===== src/hw/rtl/overwrite_ring_line_buffer_macros.svh =====
`ifndef OVERWRITE_RING_LINE_BUFFER_MACROS_SVH
`define OVERWRITE_RING_LINE_BUFFER_MACROS_SVH

// same-cycle implication, checked on clk while out of reset
`define ORLB_ASSERT_NOW(lbl, ante, cons, msg) \
  lbl: assert property (@(posedge clk) disable iff (!rst_n) (ante) |-> (cons)) \
    else $error(msg);

// next-cycle implication, checked on clk while out of reset
`define ORLB_ASSERT_NEXT(lbl, ante, cons, msg) \
  lbl: assert property (@(posedge clk) disable iff (!rst_n) (ante) |=> (cons)) \
    else $error(msg);

`endif


===== src/hw/rtl/orlb_ram.sv =====
`timescale 1ns / 1ps

module orlb_ram #(
  parameter int WIDTH = 8,
  parameter int DEPTH = 16,
  localparam int AW = $clog2(DEPTH)
) (
  input  logic             clk,
  input  logic             we,
  input  logic [AW-1:0]    waddr,
  input  logic [WIDTH-1:0] wdata,
  input  logic             re,
  input  logic [AW-1:0]    raddr,
  output logic [WIDTH-1:0] rdata
);

  logic [WIDTH-1:0] mem [DEPTH];
  logic [WIDTH-1:0] rdata_r;

  // write port
  always_ff @(posedge clk) begin
    if (we) begin
      mem[waddr] <= wdata;
    end
  end

  // registered read port
  always_ff @(posedge clk) begin
    if (re) begin
      rdata_r <= mem[raddr];
    end
  end

  assign rdata = rdata_r;

endmodule


===== config.mk =====
export PLATFORM = sky130hd
export DESIGN_NAME = orlb_ram
export DESIGN_NICKNAME = d
export VERILOG_FILES = /design/src/hw/rtl/overwrite_ring_line_buffer_macros.svh /design/src/hw/rtl/orlb_ram.sv
export SDC_FILE = /design/constraint.sdc
export NUM_CORES = 1
export LEC_CHECK = 0
export CORE_MARGIN = 1
export CORE_UTILIZATION = 42
export DETAILED_ROUTE_END_ITERATION = 8
export DONT_BUFFER_PORTS = 1
export SLEW_MARGIN = 20
export SYNTH_ARGS = -nofsm -noshare
export SYNTH_HDL_FRONTEND = slang
export SYNTH_SLANG_ARGS = --single-unit

===== constraint.sdc =====
create_clock -name clk -period 2.1 [get_ports clk]
set_input_delay 0.105 -clock clk [delete_from_list [all_inputs] [get_ports clk]]
set_output_delay 0.105 -clock clk [all_outputs]
set_load 0.02 [all_outputs]

# Yosys cells after proc, flatten, opt, wreduce, memory -nomap -nowiden
# Memories as Yosys holds them, arrays and structs flattened. A register that Yosys moved wholly into a read port is not among the register bits.
# Index checks and enable logic that the tools add are counted.
# word_totals
ramBits	128
elab_cells	3
memories	1
ff_bits	0
output_inout_bits	8
# op_classes
mux	2
# mem_list
memory	words	word_bits	rd	rd_clocked_by_memory_dff	wr	line	text
mem	16	8	1	1	1	orlb_ram.sv:17	logic [WIDTH-1:0] mem [DEPTH];
# op_table
operator	count
2-to-1 mux 1 bit	2

# Longest topological paths before layout
# depth
ltp_word	2
depth_mapped	5
ltp_nobuf	3

# Worst setup path after synthesis
# Ideal clock, no wire load.
# synth_path
kind	input port to flip-flop
from	in waddr[2]
to	mem mem[0][0] (enable)
setup_ns	0.383
setup_slack_ns	0.502
required_ns	1.717
n_path_buf	0
arrival_ns	1.215
path_stages	2
cell_sequence	or3b_2 -> nor3_1
# synth_lines
item	line	text
start: declaration	orlb_ram.sv:10	input logic [AW-1:0] waddr,
end: declaration	orlb_ram.sv:17	
# No word-level cell before the write port.

==> out/qor.txt <==
Post-Synth Simple-Gate Area - 0.03135
crit path kind - flip-flop to flip-flop
non-filler cells, final - 445
Worst Setup SP - mem[8][2]$_DFFE_PP_
Cell Rows - 40
Die Span Y - 113.6 um
Syn Inst Count - 229
hold_ws - 0.07211 ns
compound-cell area share of the yosys netlist - 0.02298
xor and xnor fraction of the mapped netlist area - 0
Nets - 283
worst slew pin tran - 0.6461 ns
Pwr Total - 6239 uW
RSZ-0062 raised after global routing - false
vias in the first global route - 2537
most common cell in the netlist - edfxtp_1
Final Slew Violations - 0
I/O pin cnt - 27
minimum clock period - 1.464 ns
min-delay src - raddr[1]
# DRC - 0
gr ovfl total - 0
total CTS buffers - 17
Post-Syn Area - 5228 sq um
Via-to-Cell Ratio - 5.378
Chip Width - 113.6 um
Async SR Flop Fraction - 0
diode count - 0
H-tree depth - 4
detailed-route wire length - 9984 um
clock share of power - 0.470
PortBufs - 0
CTS tree - built
clock sinks - 136
Final GP Congestion - 0.6884
worst-path fanout max - 1
post-synth top area share - 0.7812
number of synthesized register bits - 136
cell taking the most area after synthesis - edfxtp_1
synth cell count leaders - edfxtp_1 (136), mux4_2 (18), a22oi_1 (16)
CP arrival - 1.61 ns
Flop pwr share - 0.496
Max VDD drop - 0.6249 mV
CTS max path bufs - 2
Pre-antenna DRT Iters - 4
WP data required - 2.25 ns
largest net degree at the start of global routing - 33
reg-to-reg startpoint - mem[8][2]$_DFFE_PP_
Power Density - 1014 nW/um^2
HP Class - input port to flip-flop
clock-pin slew on the worst setup and hold paths - 0.06 ns
worst-skew pair later-pin latency - 0.41 ns
switching power - 1226 uW
Synthesized Nets - 248
1st-iter DRT viols - 138
outcome - complete, no violations
Final Core Density - 0.5104
Avg WL per Cell - 22.44 um
starting density of the core - 0.4334
Fin Setup TNS - 0 ns
initial antenna violation count - 0
CORE AREA - 12060 sq um
final setup vio count - 0
sequential fraction of the synthesis area - 0.7812
max-cap viol count - 0
CP endpoint kind - flip-flop
count of cell types in the netlist - 18
Fin. Hold Viols - 0
Die Area - 12900 sq um
number of enable flip-flop cells after synthesis - 136
clock root buffer master - clkbuf_16
hold path cells - 3
vias - 2393
largest family of logic cells by synthesized area - multiplexers
synthesis-to-finish area growth - 17.76%
Synthesis Warnings - 0
internal cell power - 5013 uW
dpl hpwl - 6083 um
final period utilization - 0.6970
post-placement cell count - 404
global-route wire length before repair - 15210 um
Syn Area/Cell - 22.83 sq um
Reg2Reg Depth - 3
Synth area leaders - edfxtp_1 (78%), mux4_2 (7.8%), mux4_1 (7.0%)
Max Clk Rate - 0.6832 GHz
Switching Fraction - 0.1965
Clock Skew - 0.007351 ns
GRT Resource Usage Total - 0.1717
mux cell area share after synthesis - 0.1479
Slew headroom - 0.5677
Comb pwr share - 0.034
fillers - 944
Synth Area in Adders - 0
Main synth FF type - edfxtp_1
layout cells sized above 1 - 0.2310
static leakage power - 0.002005 uW
Worst Setup Start Kind - flip-flop
Routed Antenna Nets - 0
[layout make-up]
type	instances	area, sq um	share of cell area
Clock inverter	14	157.7	0.02561
Tap cell	168	210.2	0.03415
Sequential cell	136	4084	0.6634
Clock buffer	18	429.2	0.06972
Multi-Input combinational cell	83	1057	0.1717
Timing Repair Buffer	26	217.7	0.03537
[metrics by stage]
| step | worst slack (ns) | cell area [sq um] |
|---|---|---|
| 4_1_cts | 0.6213 | 6156 |
| 2_1_floorplan | 0.5021 | 5228 |
| 5_1_grt | 0.5956 | 6156 |
| 3_3_place_gp | 0.6537 | 5479 |
| 6_report | 0.6364 | 6156 |
| 3_5_place_dp | 0.6336 | 5479 |
[sequential cells by signal, summed over array words and instances (netlist names)]
signal and flops:
rdata 8, mem 128
[kinds of logic after synthesis]
family                 after synthesis
AO/OA/AOI/OAI                       16
buffers and inverters               10
flip-flops                         136
multiplexers                        32
AND/OR/NAND/NOR                     35
[critical path, stage by stage, from the launching register on]
cell	delay, ns
edfxtp_1	0.36
mux4_1	0.49
a22oi_1	0.26
nand2_1	0.09
[per-layer routing]
metal  share of wire  GRT usage  vias to the layer above
met3           0.054    0.04570                        9
met4          0.0097    0.06842                        0
met5               0          0                        -
met1            0.46     0.2368                     1259
li1                -          -                     1053
met2            0.48     0.2622                       72
[repair_timing]
| action | in CTS | in global routing |
|---|---|---|
| hold buffers | 9 | 0 |
| buffers inserted | 0 | 0 |
| setup endpoints to repair | 0 | 0 |
| endpoints found under the hold margin | 136 | 0 |
| gates resized for setup | 0 | 0 |
[cell usage in the layout, fill, tap and decap left out, types with 2 or more instances in the layout]
| cell | netlist | layout |
|---|---|---|
| nor3_1 | 4 | 4 |
| dlygate4sd3_1 | 0 | 9 |
| mux4_2 | 18 | 18 |
| nand2_1 | 9 | 9 |
| clkinvlp_4 | 0 | 5 |
| mux4_1 | 14 | 14 |
| nand3b_1 | 2 | 2 |
| edfxtp_1 | 136 | 136 |
| nand2b_1 | 2 | 2 |
| buf_4 | 1 | 17 |
| a22oi_1 | 16 | 16 |
| nor2_1 | 13 | 13 |
| bufinv_16 | 0 | 3 |
| clkinv_1 | 0 | 3 |
| clkinv_2 | 0 | 2 |
| clkbuf_16 | 0 | 17 |
[power groups by stage]
stage               Clock [uW]  Sequential, uW  Combinational, uW
floorplan                    0            3140                154
global placement             0            3150                165
detailed placement           0            3150                167
CTS                       2970            3100                219
global route              3090            3100                232
finish                    2930            3100                214
[worst paths after layout]
check,end,slack (ns)
hold / removal,rdata[1]$_DFFE_PP_,0.07
hold reg to reg,rdata[1]$_DFFE_PP_,0.76
setup / recovery,rdata[2]$_DFFE_PP_,0.64
setup reg to reg,rdata[2]$_DFFE_PP_,0.64
Power figures use the tool's default switching activity.
