--- config.mk ---
export PLATFORM = sky130hd
export DESIGN_NAME = orlb_marker
export DESIGN_NICKNAME = d
export VERILOG_FILES = /design/src/hw/rtl/overwrite_ring_line_buffer_macros.svh /design/src/hw/rtl/orlb_pkg.sv /design/src/hw/rtl/orlb_marker.sv
export SDC_FILE = /design/constraint.sdc
export NUM_CORES = 1
export LEC_CHECK = 0
export ABC_AREA = 1
export BUFFER_PORTS_ARGS = -buffer_cell sky130_fd_sc_hd__clkbuf_2
export CORE_ASPECT_RATIO = 2
export CORE_MARGIN = 3
export CORE_UTILIZATION = 45
export DETAILED_ROUTE_END_ITERATION = 6
export GPL_ROUTABILITY_DRIVEN = 0
export PLACE_DENSITY = 0.84
export SLEW_MARGIN = 20
export SYNTH_ARGS = -nofsm -noshare
export SYNTH_HDL_FRONTEND = slang
export SYNTH_SLANG_ARGS = --single-unit
--- constraint.sdc ---
create_clock -name vclk -period 13.7
set_input_delay 4.11 -clock vclk [all_inputs]
set_output_delay 4.11 -clock vclk [all_outputs]
set_load 0.005 [all_outputs]
--- src/hw/rtl/overwrite_ring_line_buffer_macros.svh ---
`ifndef OVERWRITE_RING_LINE_BUFFER_MACROS_SVH
`define OVERWRITE_RING_LINE_BUFFER_MACROS_SVH

// same-cycle implication, checked on clk while out of reset
`define ORLB_ASSERT_NOW(lbl, ante, cons, msg) \
  lbl: assert property (@(posedge clk) disable iff (!rst_n) (ante) |-> (cons)) \
    else $error(msg);

// next-cycle implication, checked on clk while out of reset
`define ORLB_ASSERT_NEXT(lbl, ante, cons, msg) \
  lbl: assert property (@(posedge clk) disable iff (!rst_n) (ante) |=> (cons)) \
    else $error(msg);

`endif

--- src/hw/rtl/orlb_pkg.sv ---
`timescale 1ns / 1ps

package orlb_pkg;

  // default geometry
  localparam int LINES_DEF     = 16;
  localparam int LINE_SIZE_DEF = 64;

  // command codes
  localparam logic [2:0] CMD_START      = 3'd0;
  localparam logic [2:0] CMD_LEVEL_CHAR = 3'd1;
  localparam logic [2:0] CMD_END_LEVEL  = 3'd2;
  localparam logic [2:0] CMD_MSG_CHAR   = 3'd3;
  localparam logic [2:0] CMD_END_LINE   = 3'd4;
  localparam logic [2:0] CMD_POP        = 3'd5;
  localparam logic [2:0] CMD_CLEAR      = 3'd6;

  // lost counter and marker
  localparam logic [7:0] LOST_MAX     = 8'd255;
  localparam logic [7:0] MARK_MIN_CAP = 8'd12;
  localparam int         MARK_MAX     = 10;

  // text bytes
  localparam logic [7:0] CH_TILDE = 8'h7E;
  localparam logic [7:0] CH_SPACE = 8'h20;
  localparam logic [7:0] CH_COLON = 8'h3A;
  localparam logic [7:0] CH_ZERO  = 8'h30;
  localparam logic [7:0] CH_L     = 8'h6C;
  localparam logic [7:0] CH_O     = 8'h6F;
  localparam logic [7:0] CH_S     = 8'h73;
  localparam logic [7:0] CH_T     = 8'h74;

  typedef logic [MARK_MAX-1:0][7:0] mark_msg_t;

  typedef struct packed {
    logic [2:0]  cmd;
    logic [7:0]  char_in;
    logic [7:0]  cap;
    logic [31:0] timestamp_sec;
  } in_item_t;

  typedef struct packed {
    logic [7:0]  out_byte;
    logic        byte_valid;
    logic        last_of_run;
    logic [31:0] stamp_sec;
    logic [7:0]  lines_buffered;
  } out_item_t;

  typedef enum logic [2:0] {
    ST_IDLE,
    ST_SEP,
    ST_META,
    ST_LINE,
    ST_MARK
  } orlb_state_t;

endpackage

--- src/hw/rtl/orlb_marker.sv ---
`timescale 1ns / 1ps

module orlb_marker (
  input  logic              [7:0] lost,
  output orlb_pkg::mark_msg_t     msg,
  output logic              [3:0] msg_len_m1
);

  import orlb_pkg::*;

  logic [1:0]  hund;
  logic [6:0]  rem;
  logic [14:0] prod;
  logic [3:0]  tens;
  logic [3:0]  ones;
  logic [1:0]  ndig;
  logic [1:0]  skip;
  mark_msg_t   full;

  // decimal digits: hundreds by compare, tens by reciprocal multiply
  always_comb begin
    if (lost >= 8'd200) begin
      hund = 2'd2;
      rem  = 7'(lost - 8'd200);
    end else if (lost >= 8'd100) begin
      hund = 2'd1;
      rem  = 7'(lost - 8'd100);
    end else begin
      hund = 2'd0;
      rem  = 7'(lost);
    end
    prod = 15'(rem) * 15'd205;
    tens = prod[14:11];
    ones = 4'(rem - 7'(tens) * 7'd10);
    if (hund != 2'd0) begin
      ndig = 2'd3;
    end else if (tens != 4'd0) begin
      ndig = 2'd2;
    end else begin
      ndig = 2'd1;
    end
    skip = 2'd3 - ndig;
  end

  // full-width text with all three digits, then drop leading zeros
  always_comb begin
    logic [4:0] j;
    full[0] = CH_TILDE;
    full[1] = CH_SPACE;
    full[2] = CH_ZERO + 8'(hund);
    full[3] = CH_ZERO + 8'(tens);
    full[4] = CH_ZERO + 8'(ones);
    full[5] = CH_SPACE;
    full[6] = CH_L;
    full[7] = CH_O;
    full[8] = CH_S;
    full[9] = CH_T;
    for (int i = 0; i < MARK_MAX; i++) begin
      j = 5'(i) + 5'(skip);
      if (i < 2) begin
        msg[i] = full[i];
      end else if (j < 5'(MARK_MAX)) begin
        msg[i] = full[j[3:0]];
      end else begin
        msg[i] = 8'd0;
      end
    end
  end

  assign msg_len_m1 = 4'd6 + 4'(ndig);

endmodule
## Yosys cells after proc, flatten, opt, wreduce, memory -nomap -nowiden

Cells that the tools add are included.
W data, S select, Z words.

| word-level totals | value |
|---|---|
| output and inout bits | 84 |
| latch bits | 0 |
| memory bits (writable) | 0 |
| flip-flop bits (word level) | 0 |
| memories kept | 0 |
| input bits | 8 |
| bits in read-only memories | 0 |

| cells by class | value |
|---|---|
| add/sub/neg operators | 16 |
| multiply operators | 2 |
| shift-type cells | 0 |
| bitwise operators | 0 |
| muxes and demuxes | 30 |
| equal/unequal tests | 0 |
| order comparisons | 18 |
| div/mod/pow operators | 0 |
| reductions and logical operators | 2 |

Operators with widths:

| cell | count |
|---|---|
| $bmux W8 S4 | 8 |
| $mux W8 | 16 |
| $lt A4 B5 Y1 const B | 6 |
| $add A3 B2 Y4 const A | 5 |
| $lt A4 B4 Y1 const B | 4 |
| $mul A7 B8 Y15 const B | 1 |
| $add A6 B4 Y7 const A | 2 |
| $mux W7 | 2 |
| $sub A7 B7 Y7 const B | 2 |
| $add A4 B2 Y5 const A | 2 |
| $lt A3 B5 Y1 const B | 2 |
| $lt A5 B4 Y1 const B | 2 |
| $ge A8 B7 Y1 const B | 1 |
| $ge A8 B8 Y1 const B | 1 |
| $lt A3 B4 Y1 const B | 2 |
| $add A6 B2 Y7 const A | 1 |
| $add A2 B2 Y3 const A | 2 |
| $mux W2 | 3 |
| $mul A4 B3 Y3 const B | 1 |
| $reduce_bool A4 Y1 | 1 |
| $sub A4 B4 Y4 | 1 |
| $reduce_bool A2 Y1 | 1 |
| $sub A2 B2 Y2 const A | 1 |
| $mux W1 | 1 |

## Longest topological paths before layout

| depth | value |
|---|---|
| depth in word-level cells | 12 |
| depth in mapped cells | 34 |
| mapped depth without buffers | 34 |

## Worst setup path before layout

OpenSTA, ideal clock, no wires.

| path | value |
|---|---|
| path type | input port to output port |
| start | in lost[3] |
| end | out msg[35] (netlist bit) |
| arrival | 8.822 ns |
| slack | 0.768 ns |
| data required time | 9.590 ns |
| cell stages on the path | 29 |
| path through | inv_1 -> ha_1 -> inv_1 -> nand4_1 -> nand3_4 -> nand2_4 -> o22ai_1 -> xor2_1 -> ha_1 -> fa_1 -> ha_1 -> inv_1 -> fa_1 -> inv_1 -> ha_1 -> a21oi_1 -> o21ai_0 -> a21oi_1 -> nand3_1 -> nand2_2 -> inv_1 -> fa_1 -> inv_1 -> xor2_1 -> inv_1 -> nand3_1 -> nand2_1 -> nand2_1 -> nand2_1 |

RTL lines:

| element | line | source |
|---|---|---|
| from (decl) | orlb_marker.sv:4 | `input logic [7:0] lost,` |
| to (decl) | orlb_marker.sv:5 | `output orlb_pkg::mark_msg_t msg,` |

==> flow_summary.rst <==
.. list-table::
   :header-rows: 1

   * - Metric
     - Value
   * - Result of the run
     - completed
   * - DP HPWL
     - slightly above 4000 µm
   * - Global Route Usage Sum
     - ~15%
   * - Largest fanout on the critical path
     - 7
   * - Max frequency
     - approximately 75 MHz
   * - Worst-path cell with the longest stage delay
     - fa_1
   * - Class of the most critical setup path
     - primary input to output port
   * - # clk buffers
     - 0
   * - Net switching power
     - 0.311 mW
   * - Combinational cell fraction of total power
     - 100.0%
   * - Post-detailed-routing wire length
     - 4620 µm
   * - DR WL/cell
     - between 10 and 15 µm
   * - Switching Fraction
     - around 61%
   * - Sequential-to-total area share from yosys stat
     - 0%
   * - Per-instance average area after synthesis
     - between 7 and 8 µm²
   * - Worst hold slack after final layout
     - ~8.6 ns
   * - Pre-CTS setup slack
     - between 0.1 and 0.15 ns
   * - Post-Synthesis Cells
     - just over 300
   * - Share of total power in the clock network
     - 0%
   * - Vias in the first global route
     - approximately 1700
   * - Global-route wire length before repair
     - between 7000 and 8000 µm
   * - Leak
     - between 1 and 1.5 nW
   * - Area growth from synthesis to layout
     - 5.11%
   * - Num ports
     - roughly 90
   * - Proportion of netlist area held by the largest area contributor
     - a little under a quarter
   * - Footprint of the flip-flops and latches
     - 0 µm²
   * - Initial antenna violation count
     - 0
   * - Nets
     - between 300 and 400
   * - Class of the most critical hold timing path
     - primary input to output port
   * - Worst path arrival time
     - 9.30 ns
   * - Critical Path Most Common Cell
     - inv_1
   * - Number of diodes
     - 0
   * - Share of total power in sequential cells
     - 0%
   * - Die boundary height
     - approximately 100 µm
   * - Core footprint
     - between 0.004 and 0.005 mm²
   * - Cell taking the most area after synthesis
     - ha_1
   * - Crit start category
     - primary input
   * - DR iter-0 viols
     - 32
   * - Total power consumption of the routed design
     - 0.511 mW
   * - Share of layout cells above drive strength 1
     - between 30% and 40%
   * - Fraction of the cycle the final worst path needs
     - a little over nine tenths
   * - Number of buffers inserted by port buffering
     - between 50 and 60
   * - Area contributors post-synth
     - ha_1, buf_4, nand2_1
   * - Total via count after detailed routing
     - 1884
   * - Remaining global-route overflow
     - 0
   * - Kind of end point of the critical path
     - output port
   * - Final count of negative-setup-slack endpoints
     - 0
   * - Max-cap violation count
     - 0
   * - Detailed-route DRC error count
     - 0
   * - Final min period
     - between 10 and 15 ns
   * - VDD IR-drop max
     - roughly 150 µV
   * - Routed vias/inst
     - slightly below 5
   * - Fin. max-slew vios
     - 0
   * - Area occupied by multi-input gates
     - approximately 0.0018 mm²
   * - Pin count of the biggest net entering global routing
     - 21
   * - Count of filler cells inserted in the layout
     - 450
   * - Number of rows in the core area
     - 35
   * - Number of sequential storage elements
     - 0
   * - Highest-count cells in the layout ignoring fill and taps
     - nand2_1, clkbuf_2, inv_1
   * - Cell area after synthesis
     - 0.00220 mm²
   * - Min setup slack post-route
     - approximately 0.29 ns
   * - Power density normalized to cell area
     - about 220 mW/mm²
   * - Final antenna-violating net count
     - 0
   * - Pint
     - ~0.2 mW
   * - Critical Path RT
     - 9.59 ns
   * - Endpoints failing hold
     - 0
   * - Total die area
     - 0.00583 mm²
   * - Yosys synthesis warning count
     - 0
   * - Die outline width
     - 55.5 µm
   * - Initial core utilization
     - ~47%
   * - CP max stage delay
     - 0.51 ns
   * - Number of search-and-repair iterations in the first detailed-routing pass
     - 4
   * - Post-synthesis cell type count
     - 38
repair_timing:
item,4_1_cts,5_1_grt
resized for setup,0,15
setup endpoints to repair,0,6
hold buffers,0,0
setup buffers,0,4
endpoints found under the hold margin,0,0
synth_stat cells (2+ instances only):
| cell | n |
|---|---|
| inv_2 | 4 |
| nand2_2 | 8 |
| o21ai_0 | 7 |
| buf_4 | 65 |
| conb_1 | 2 |
| nor2_1 | 6 |
| nand3_2 | 4 |
| xor2_1 | 4 |
| fa_1 | 9 |
| a21oi_1 | 9 |
| nand4_1 | 5 |
| o21ai_1 | 2 |
| nand2_4 | 5 |
| o21bai_2 | 2 |
| o21a_1 | 2 |
| ha_1 | 40 |
| inv_1 | 44 |
| nor2_2 | 2 |
| nor3_1 | 6 |
| nand2_1 | 53 |
| mux2i_1 | 2 |
| nand3_1 | 10 |
worst max-delay path: cells and delay by family:
family                   cells  cell delay (ns)
XOR/XNOR                     2             0.45
AND/OR/NAND/NOR              8             0.79
AO/OA/AOI/OAI                4             0.70
multiplexers                 1             0.16
adder cells (fa/ha/maj)      7             2.43
buffers and inverters        8             0.68
layout make-up:
class              instances  share of cell area [%]
inverters                 50                    8.21
repair buffers            57                    12.9
multi-input cells        229                    76.0
well taps                 55                    2.97
worst paths after layout:
path,from,slack [ns],to,cells past startpoint
setup / recovery,lost[3],0.29,msg[27],30
hold / removal,lost[0],8.57,msg[32],4
power groups by stage:
stage	Clock [mW]	Combinational [mW]	Sequential (mW)
2_1_floorplan	0	0.368	0
3_3_place_gp	0	0.459	0
3_5_place_dp	0	0.471	0
4_1_cts	0	0.473	0
5_1_grt	0	0.570	0
6_report	0	0.511	0
through the flow:
step	cells	utilization [%]	cell area [µm²]	TNS (ns)
after global placement	387	46.8	2190	0
after floorplan	345	-	2350	0
after detailed placement	387	46.8	2190	0
after global routing	391	49.5	2320	-0.0498
final	391	49.5	2320	0
after CTS	387	46.8	2190	0
cells by family (layout without fill, tap and decap cells):
logic type / Yosys count / in the layout / share of synthesized area (%)
adder cells (fa/ha/maj): 49 / 49 / 30.9
AO/OA/AOI/OAI: 26 / 26 / 7.21
XOR/XNOR: 5 / 5 / 1.99
other: 2 / 40 / 0.341
AND/OR/NAND/NOR: 107 / 107 / 27.8
multiplexers: 2 / 2 / 0.908
buffers and inverters: 116 / 107 / 30.9
per-layer routing:
metal / wire, µm / GRT usage [%] / share of wire, %
met5: 0 / 0 / 0
met4: 172 / 4.35 / 3.7
met3: 218 / 0.618 / 4.7
met2: 2760 / 32.3 / 60
met1: 1470 / 12.8 / 32
(Power assumes the default switching activity.)
